$ cat src/hw/rtl/tep_pkg.sv
`timescale 1ns / 1ps
`default_nettype none
// ----------------------------------------------------------------------------
// tep_pkg
// Shared types and constants of the timed event pool.
// ----------------------------------------------------------------------------
package tep_pkg;

  localparam int SLOTS      = 16;
  localparam int SLOT_W     = 4;
  localparam int TIME_WIDTH = 32;
  localparam int VALUE_W    = 32;
  localparam int OP_W       = 3;

  // operation codes carried on the input tuser
  typedef enum logic [OP_W-1:0] {
    OP_TICK      = 3'd0,
    OP_ARM_ONCE  = 3'd1,
    OP_ARM_RELD  = 3'd2,
    OP_CLEAR     = 3'd3,
    OP_ARM_DELTA = 3'd4
  } op_t;

  // contents of one slot cell
  typedef struct packed {
    logic                  armed;
    logic [TIME_WIDTH-1:0] due;
    logic [TIME_WIDTH-1:0] period;
    logic [VALUE_W-1:0]    value;
  } cell_t;

  // write command broadcast to the cells
  typedef struct packed {
    logic                  clear;
    logic                  set_period;
    logic [TIME_WIDTH-1:0] due;
    logic [TIME_WIDTH-1:0] period;
    logic [VALUE_W-1:0]    value;
  } wr_cmd_t;

endpackage
`default_nettype wire

$ cat src/hw/rtl/tep_cell.sv
`timescale 1ns / 1ps
`default_nettype none
// ----------------------------------------------------------------------------
// tep_cell
// One slot cell of the ring: holds a slot, takes its neighbor's on a shift.
// ----------------------------------------------------------------------------
module tep_cell
  import tep_pkg::*;
(
  input  wire logic    clk,
  input  wire logic    rst_n,
  input  wire logic    shift_en,
  input  wire cell_t   nb_in,
  input  wire logic    wr_en,
  input  wire wr_cmd_t wr_cmd,
  output cell_t        cell_q
);

  cell_t cell_r;
  cell_t cell_nxt;

  // shift during a scan, direct write while idle
  always_comb begin
    cell_nxt = cell_r;
    if (shift_en) begin
      cell_nxt = nb_in;
    end else if (wr_en) begin
      if (wr_cmd.clear) begin
        cell_nxt.armed  = 1'b0;
        cell_nxt.due    = '0;
        cell_nxt.period = '0;
      end else begin
        cell_nxt.armed = 1'b1;
        cell_nxt.due   = wr_cmd.due;
        cell_nxt.value = wr_cmd.value;
        if (wr_cmd.set_period) begin
          cell_nxt.period = wr_cmd.period;
        end
      end
    end
  end

  always_ff @(posedge clk) begin
    if (!rst_n) begin
      cell_r <= '0;
    end else begin
      cell_r <= cell_nxt;
    end
  end

  assign cell_q = cell_r;

endmodule
`default_nettype wire

$ cat src/hw/rtl/tep_eval.sv
`timescale 1ns / 1ps
`default_nettype none
// ----------------------------------------------------------------------------
// tep_eval
// Head of the ring: due test and reload of the slot in cell zero.
// ----------------------------------------------------------------------------
module tep_eval
  import tep_pkg::*;
(
  input  wire cell_t                 head,
  input  wire logic [TIME_WIDTH-1:0] now,
  output logic                       fire,
  output cell_t                      updated
);

  logic [TIME_WIDTH-1:0] diff;

  // due when now - due reads as non-negative
  always_comb begin
    diff    = now - head.due;
    fire    = head.armed && !diff[TIME_WIDTH-1];
    updated = head;
    if (fire) begin
      if (head.period != '0) begin
        updated.due = head.due + head.period;
      end else begin
        updated.armed = 1'b0;
      end
    end
  end

endmodule
`default_nettype wire

$ cat src/hw/rtl/timed_event_pool_core.sv
`timescale 1ns / 1ps
`default_nettype none
// ----------------------------------------------------------------------------
// timed_event_pool_core
// Pool of timed event slots held in a rotating ring of cells.
// ----------------------------------------------------------------------------
// Arm and clear write their slot cell on transfer; the pool stays idle and accepts the
// next item in the cycle after. A tick turns the whole ring through the head, one slot
// each cycle unless the result side stalls, and then enters a flush state that waits
// while the result side stalls. A result waits as pending until the next firing slot is
// found, then moves to the output register; a tick's final one moves there in flush.
// Synchronous active-low reset clears all slots, the current time and the control.
module timed_event_pool_core
  import tep_pkg::*;
(
  input  wire logic         clk,
  input  wire logic         rst_n,
  input  wire logic         in_tvalid,
  output logic              in_tready,
  input  wire logic [135:0] in_tdata,  // slot, when, period, user_value, now, zero pad
  input  wire logic [2:0]   in_tuser,  // op
  output logic              out_tvalid,
  input  wire logic         out_tready,
  output logic [71:0]       out_tdata, // fired_slot, fired_value, scheduled_time, zero pad
  output logic              out_tlast  // last
);

  typedef enum logic [2:0] {
    ST_IDLE  = 3'b001,
    ST_SCAN  = 3'b010,
    ST_FLUSH = 3'b100
  } state_t;

  state_t                state_r, state_nxt;
  logic [SLOT_W-1:0]     scan_cnt_r, scan_cnt_nxt;
  logic [TIME_WIDTH-1:0] cur_time_r, cur_time_nxt;
  logic                  pend_v_r, pend_v_nxt;
  logic [SLOT_W-1:0]     pend_slot_r, pend_slot_nxt;
  logic [VALUE_W-1:0]    pend_value_r, pend_value_nxt;
  logic [TIME_WIDTH-1:0] pend_time_r, pend_time_nxt;
  logic                  out_v_r, out_v_nxt;
  logic [SLOT_W-1:0]     out_slot_r, out_slot_nxt;
  logic [VALUE_W-1:0]    out_value_r, out_value_nxt;
  logic [TIME_WIDTH-1:0] out_time_r, out_time_nxt;
  logic                  out_last_r, out_last_nxt;

  // input fields
  logic [SLOT_W-1:0]     in_slot;
  logic [TIME_WIDTH-1:0] in_when, in_period, in_now;
  logic [VALUE_W-1:0]    in_value;
  op_t                   in_op;
  logic                  in_xfer;

  assign in_slot   = in_tdata[3:0];
  assign in_when   = in_tdata[35:4];
  assign in_period = in_tdata[67:36];
  assign in_value  = in_tdata[99:68];
  assign in_now    = in_tdata[131:100];
  assign in_op     = op_t'(in_tuser);
  assign in_xfer   = in_tvalid && in_tready;

  // ring of slot cells
  cell_t             cell_q [SLOTS];
  cell_t             head_upd;
  logic              head_fire;
  logic              shift_en;
  logic              stall;
  logic              out_free;
  logic              wr_any;
  logic [SLOTS-1:0]  wr_en;
  wr_cmd_t           wr_cmd;

  tep_eval u_eval (
    .head    (cell_q[0]),
    .now     (cur_time_r),
    .fire    (head_fire),
    .updated (head_upd)
  );

  for (genvar i = 0; i < SLOTS; i++) begin : g_cell
    cell_t nb;
    if (i == SLOTS - 1) begin : g_tail
      assign nb = head_upd;
    end else begin : g_mid
      assign nb = cell_q[i+1];
    end
    assign wr_en[i] = wr_any && (in_slot == SLOT_W'(i));
    tep_cell u_cell (
      .clk      (clk),
      .rst_n    (rst_n),
      .shift_en (shift_en),
      .nb_in    (nb),
      .wr_en    (wr_en[i]),
      .wr_cmd   (wr_cmd),
      .cell_q   (cell_q[i])
    );
  end

  // write command from an arm or clear transfer
  always_comb begin
    wr_any            = 1'b0;
    wr_cmd.clear      = 1'b0;
    wr_cmd.set_period = 1'b0;
    wr_cmd.due        = in_when;
    wr_cmd.period     = in_period;
    wr_cmd.value      = in_value;
    case (in_op)
      OP_ARM_ONCE: begin
        wr_any = in_xfer;
      end
      OP_ARM_RELD: begin
        wr_any            = in_xfer;
        wr_cmd.set_period = 1'b1;
      end
      OP_CLEAR: begin
        wr_any       = in_xfer;
        wr_cmd.clear = 1'b1;
      end
      OP_ARM_DELTA: begin
        wr_any     = in_xfer;
        wr_cmd.due = cur_time_r + in_when;
      end
      default: begin
        wr_any = 1'b0;
      end
    endcase
  end

  assign out_free  = !out_v_r || out_tready;
  assign stall     = (state_r == ST_SCAN) && head_fire && pend_v_r && !out_free;
  assign shift_en  = (state_r == ST_SCAN) && !stall;
  assign in_tready = (state_r == ST_IDLE);

  // scan control, pending result and output register
  always_comb begin
    state_nxt      = state_r;
    scan_cnt_nxt   = scan_cnt_r;
    cur_time_nxt   = cur_time_r;
    pend_v_nxt     = pend_v_r;
    pend_slot_nxt  = pend_slot_r;
    pend_value_nxt = pend_value_r;
    pend_time_nxt  = pend_time_r;
    out_v_nxt      = out_v_r && !out_tready;
    out_slot_nxt   = out_slot_r;
    out_value_nxt  = out_value_r;
    out_time_nxt   = out_time_r;
    out_last_nxt   = out_last_r;
    case (state_r)
      ST_IDLE: begin
        if (in_xfer && in_op == OP_TICK) begin
          cur_time_nxt = in_now;
          scan_cnt_nxt = '0;
          state_nxt    = ST_SCAN;
        end
      end
      ST_SCAN: begin
        if (!stall) begin
          if (head_fire) begin
            // older pending result is not the last one
            if (pend_v_r) begin
              out_v_nxt     = 1'b1;
              out_slot_nxt  = pend_slot_r;
              out_value_nxt = pend_value_r;
              out_time_nxt  = pend_time_r;
              out_last_nxt  = 1'b0;
            end
            pend_v_nxt     = 1'b1;
            pend_slot_nxt  = scan_cnt_r;
            pend_value_nxt = cell_q[0].value;
            pend_time_nxt  = cell_q[0].due;
          end
          if (scan_cnt_r == SLOT_W'(SLOTS - 1)) begin
            scan_cnt_nxt = '0;
            state_nxt    = ST_FLUSH;
          end else begin
            scan_cnt_nxt = scan_cnt_r + 1'b1;
          end
        end
      end
      ST_FLUSH: begin
        if (!pend_v_r) begin
          state_nxt = ST_IDLE;
        end else if (out_free) begin
          out_v_nxt     = 1'b1;
          out_slot_nxt  = pend_slot_r;
          out_value_nxt = pend_value_r;
          out_time_nxt  = pend_time_r;
          out_last_nxt  = 1'b1;
          pend_v_nxt    = 1'b0;
          state_nxt     = ST_IDLE;
        end
      end
      default: begin
        state_nxt = ST_IDLE;
      end
    endcase
  end

  always_ff @(posedge clk) begin
    if (!rst_n) begin
      state_r    <= ST_IDLE;
      scan_cnt_r <= '0;
      cur_time_r <= '0;
      pend_v_r   <= 1'b0;
      out_v_r    <= 1'b0;
    end else begin
      state_r    <= state_nxt;
      scan_cnt_r <= scan_cnt_nxt;
      cur_time_r <= cur_time_nxt;
      pend_v_r   <= pend_v_nxt;
      out_v_r    <= out_v_nxt;
    end
  end

  always_ff @(posedge clk) begin
    pend_slot_r  <= pend_slot_nxt;
    pend_value_r <= pend_value_nxt;
    pend_time_r  <= pend_time_nxt;
    out_slot_r   <= out_slot_nxt;
    out_value_r  <= out_value_nxt;
    out_time_r   <= out_time_nxt;
    out_last_r   <= out_last_nxt;
  end

  assign out_tvalid = out_v_r;
  assign out_tlast  = out_last_r;
  assign out_tdata  = {4'b0, out_time_r, out_value_r, out_slot_r};

`ifndef SYNTHESIS
  // no result may be left pending between ticks
  a_pend_idle: assert property (@(posedge clk) disable iff (!rst_n)
    state_r == ST_IDLE |-> !pend_v_r)
    else $error("pending result left outside a tick");

  // scan counter rests at zero outside the scan
  a_cnt_rest: assert property (@(posedge clk) disable iff (!rst_n)
    state_r != ST_SCAN |-> scan_cnt_r == '0)
    else $error("scan counter not at rest");

  // a stalled scan keeps its position in the ring
  a_stall_hold: assert property (@(posedge clk) disable iff (!rst_n)
    stall |=> scan_cnt_r == $past(scan_cnt_r) && state_r == ST_SCAN)
    else $error("scan moved while stalled");

  // a tick transfer starts a scan
  a_tick_scan: assert property (@(posedge clk) disable iff (!rst_n)
    in_xfer && in_op == OP_TICK |=> state_r == ST_SCAN)
    else $error("tick did not start a scan");
`endif

endmodule
`default_nettype wire
$ cat config.mk
export PLATFORM = sky130hd
export DESIGN_NAME = timed_event_pool_core
export DESIGN_NICKNAME = d
export VERILOG_FILES = /design/src/hw/rtl/tep_pkg.sv /design/src/hw/rtl/tep_cell.sv /design/src/hw/rtl/tep_eval.sv /design/src/hw/rtl/timed_event_pool_core.sv
export SDC_FILE = /design/constraint.sdc
export NUM_CORES = 2
export LEC_CHECK = 0
export BUFFER_PORTS_ARGS = -buffer_cell sky130_fd_sc_hd__buf_2
export CAP_MARGIN = 20
export CORE_ASPECT_RATIO = 2
export CORE_MARGIN = 4
export CORE_UTILIZATION = 50
export DETAILED_ROUTE_END_ITERATION = 12
export MAX_ROUTING_LAYER = met4
export PLACE_DENSITY = 0.66
export SLEW_MARGIN = 25
export SYNTH_ARGS = -nofsm -noshare
export SYNTH_HDL_FRONTEND = slang
export SYNTH_SLANG_ARGS = --single-unit
$ cat constraint.sdc
create_clock -name clk -period 16.2 [get_ports clk]
set_input_delay 0.81 -clock clk [delete_from_list [all_inputs] [get_ports clk]]
set_output_delay 0.81 -clock clk [all_outputs]
set_load 0.1 [all_outputs]
==> run_results.csv <==
group,metric,value,unit
critical_path,worstPathArrival,7.73,ns
place,port_buffers,209,
synthesis,synthCells,8500,
sta,final.min_clock_period,7.06,ns
clock_network,path_clk_slew,0.07,ns
sta,clock.fmax,142,MHz
power_and_ir_drop,pwr-share-comb,4.9,%
synthesis,synth-seq-cells,1730,
critical_path,cp_slowest_stage_delay,0.91,ns
die,initial_core_util,50.3,%
sta,finalHoldViolations,0,
sta,worst_clock_skew,0.0695,ns
critical_path,cp_slowest_cell,"buf_4",
power_and_ir_drop,power_leakage,27.6,nW
synthesis,synth_top_family_by_area,"compound AO/OA/AOI/OAI gates",
detailed_routing,dr.pass1.iters,8,
sta,worst_pin_slew,1.25,ns
critical_path,path_max_fanout,93,
clock_network,numCtsBuffers,162,
critical_path,crit_type,"reg2reg",
detailed_routing,routed_wirelength,237,mm
synthesis,seq_area_frac_synth,48.1,%
critical_path,cp-start-kind,"flop",
place,place_hpwl,145,mm
worst_hold_path,holdCritPathClass,"in2reg",
synthesis,syn_avg_cell_area,8.80,um2
critical_path,end_kind,"flop",
clock_network,cts_resized,0,
place,dp.cells,9819,
sta,setup_tns,0,ns
die,row_count,200,
synthesis,synth_edf_count,137,
sta,setup-violations-final,0,
layout,layout.cells.non_filler,10100,
synthesis,syn_area,74800,um2
synthesis,synth_fa_ha_area_share,1.61,%
sta,maxSlewHeadroom,16.6,%
clock_network,htreeDepth,4,
clock_network,holdBufCountCts,0,
die,core_area,149000,um2
global_route,grtUsageTotal,30.0,%
place,gp_congestion,0.948,
global_route,gr-total-overflow,0,
power_and_ir_drop,seqPwrFrac,50.2,%
synthesis,synth_top_area_cell,"dfxtp_1",
die,pin_count,218,
layout,utilization,54.6,%
critical_path,required,16.86,ns
detailed_routing,drcViolationCount,0,
power_and_ir_drop,p_int,6.65,mW
power_and_ir_drop,p_clk_share,44.8,%
clock_network,cts.sinks,1730,
status,status,"complete, no violations",
synthesis,synth-compound-area-share,34.0,%
synthesis,synth-warning-count,0,
clock_network,post_cts_buffers,0,
synthesis,synthFlopType,"dfxtp_1",
power_and_ir_drop,sw_frac_of_total,23.4,%
detailed_routing,postRouteAntennaNets,0,
die,die_height,555,um
die,die_x,281,um
synthesis,synth-xor-area-share,0.504,%
sta,fin_crit_sh,43.6,%
layout,fin_nets,8305,
global_route,antenna_found_initial,23,
power_and_ir_drop,p_total,8.67,mW
detailed_routing,vias,64400,
synthesis,yosysUniqueCellTypes,89,
power_and_ir_drop,p_per_area,107,nW/um2
sta,timing.hold.ws,0.274,ns
global_route,grt_pass1_wl,363,mm
clock_network,cts-root-buf,"clkbuf_16",
layout,area_growth,8.42,%
critical_path,worst_path_most_repeated_cell,"buf_4",
flow_run,drv_cap,0,
clock_network,clock_path_buffers,4,
clock_network,clkLatencyLatePin,0.82,ns
sta,rsz0062_at_grt,"no",
synthesis,synthSimpleGateAreaFrac,7.30,%
critical_path,critPathBufInv,4,
global_route,grt_pass1_vias,61700,
detailed_routing,viasPerCell,6.37,
critical_path,worstPathCellList,"inv_1, ha_1, a21oi_1, o21ai_1, a221oi_1, o21ai_1, a21oi_1, and3_4, buf_4, buf_4, buf_4, a221oi_1, a211oi_1",
global_route,grt_max_degree,262,
power_and_ir_drop,switchingPower,2.02,mW
detailed_routing,drt_iter0_markers,5727,
critical_path,critPathTopFamily,"buffers and inverters",
power_and_ir_drop,vdd_drop_max,0.0962,mV
synthesis,synth.top_cell.area_share,42.6,%
synthesis,synthArstFlopShare,0,%
layout,drive_above_1_share,9.54,%
synthesis,synth.area.mux_share,0.336,%
die,dieArea,156000,um2
detailed_routing,wire_per_inst,23.4,um
clock_network,cts_tree,"yes",
sta,slew_violations,0,
synthesis,netlist_top_cells_area,"dfxtp_1 (43%), a21oi_1 (9.9%), a221oi_1 (5.9%)",
[cells by family (layout without fill, tap and decap cells)]
family,count (synthesis),after routing
compound gates,3950,3950
flops,1730,1730
simple gates,1205,1205
fa+ha+maj,95,95
mux,25,25
other cells,1,24
xor+xnor,43,43
buf+inv,1451,1128
[sequential cells by signal, indices dropped and copies added (netlist names), 3 cells and up]
| name | count |
|---|---|
| out_slot_r | 4 |
| g_cell.u_cell.cell_q | 1552 |
| scan_cnt_r | 4 |
| pend_slot_r | 4 |
| pend_value_r | 32 |
| pend_time_r | 32 |
| cur_time_r | 32 |
| out_time_r | 32 |
| out_value_r | 32 |
| state_r | 3 |
[worst min-delay path: stages]
cell and delay, ns:
buf_2 0.10, nand2_1 0.05, a311oi_1 0.08
[layout by cell type, fill, tap and decap left out, types with 93 or more instances in the layout]
cell / instances
buf_2: 208
inv_1: 505
nand2_1: 612
o21ai_0: 723
buf_4: 118
a211oi_1: 436
dfxtp_1: 1593
clkbuf_16: 163
edfxtp_1: 137
a21oi_1: 1486
ha_1: 93
a221oi_1: 502
a22oi_1: 348
nor2_1: 216
[power groups by stage]
stage | Combinational, mW | Sequential, mW | Clock, mW
2_1_floorplan | 0.290 | 4.44 | 0
3_3_place_gp | 0.415 | 4.45 | 0
3_5_place_dp | 0.421 | 4.45 | 0
4_1_cts | 0.422 | 4.35 | 3.95
5_1_grt | 0.462 | 4.36 | 4.11
6_report | 0.427 | 4.36 | 3.89
[cells in the mapped netlist (9+ instances only)]
master	instances
xnor2_1	24
a31oi_1	59
mux2i_1	24
a21oi_1	1486
o221a_1	10
nand2b_1	10
buf_6	9
a21o_1	33
clkbuf_1	595
nor4_1	15
ha_1	93
o311ai_0	17
o22ai_1	18
nor2b_1	16
o21a_1	27
a211oi_1	437
o21ai_1	19
nand2_1	613
o211a_1	20
a21oi_2	9
nor3_4	12
a22oi_1	348
o221ai_1	14
buf_2	279
nor3_1	24
and3_1	16
a21oi_4	11
nor2_1	238
buf_4	46
a211oi_2	57
a221oi_1	502
o21ai_0	724
xor2_1	19
inv_1	506
nand4_1	44
dfxtp_1	1593
buf_1	16
edfxtp_1	137
o211ai_1	39
or3_1	55
a311oi_1	34
nand3_1	74
and2_1	58
a221oi_2	20
[cell type report]
type | count | area [um2]
fill | 13700 | 67600
tap | 1919 | 2400
timing repair buffer | 345 | 2260
clock inverter | 56 | 662
inverter | 506 | 1910
multi-input combinational | 5322 | 33200
antenna | 20 | 50.0
sequential | 1730 | 36000
clock buffer | 221 | 4620
[per-layer routing]
metal	vias up	share of wire (%)	track usage (%)
li1	30400	-	-
met2	1964	50	51.0
met5	-	0	-
met1	31400	38	33.5
met3	691	5.0	3.56
met4	0	7.4	18.8
[final timing paths]
check	start	to	cells past startpoint	slack, ns
setup / recovery	g_cell[0].u_cell.cell_q[80]	g_cell[10].u_cell.cell_q[44]	13	9.14
setup reg to reg	g_cell[0].u_cell.cell_q[80]	g_cell[10].u_cell.cell_q[44]	13	9.14
hold / removal	in_tdata[69]	g_cell[15].u_cell.cell_q[1]	3	0.27
hold reg to reg	pend_time_r[23]	out_time_r[23]	0	0.42
[per-stage QoR]
stage,setup WS (ns),instance area [um2]
after global placement,9.37,75600
after global routing,8.77,81100
after floorplan,10.52,74800
after detailed placement,9.22,75700
final,9.14,81100
after CTS,9.23,80900
(Power assumes the default switching activity.)
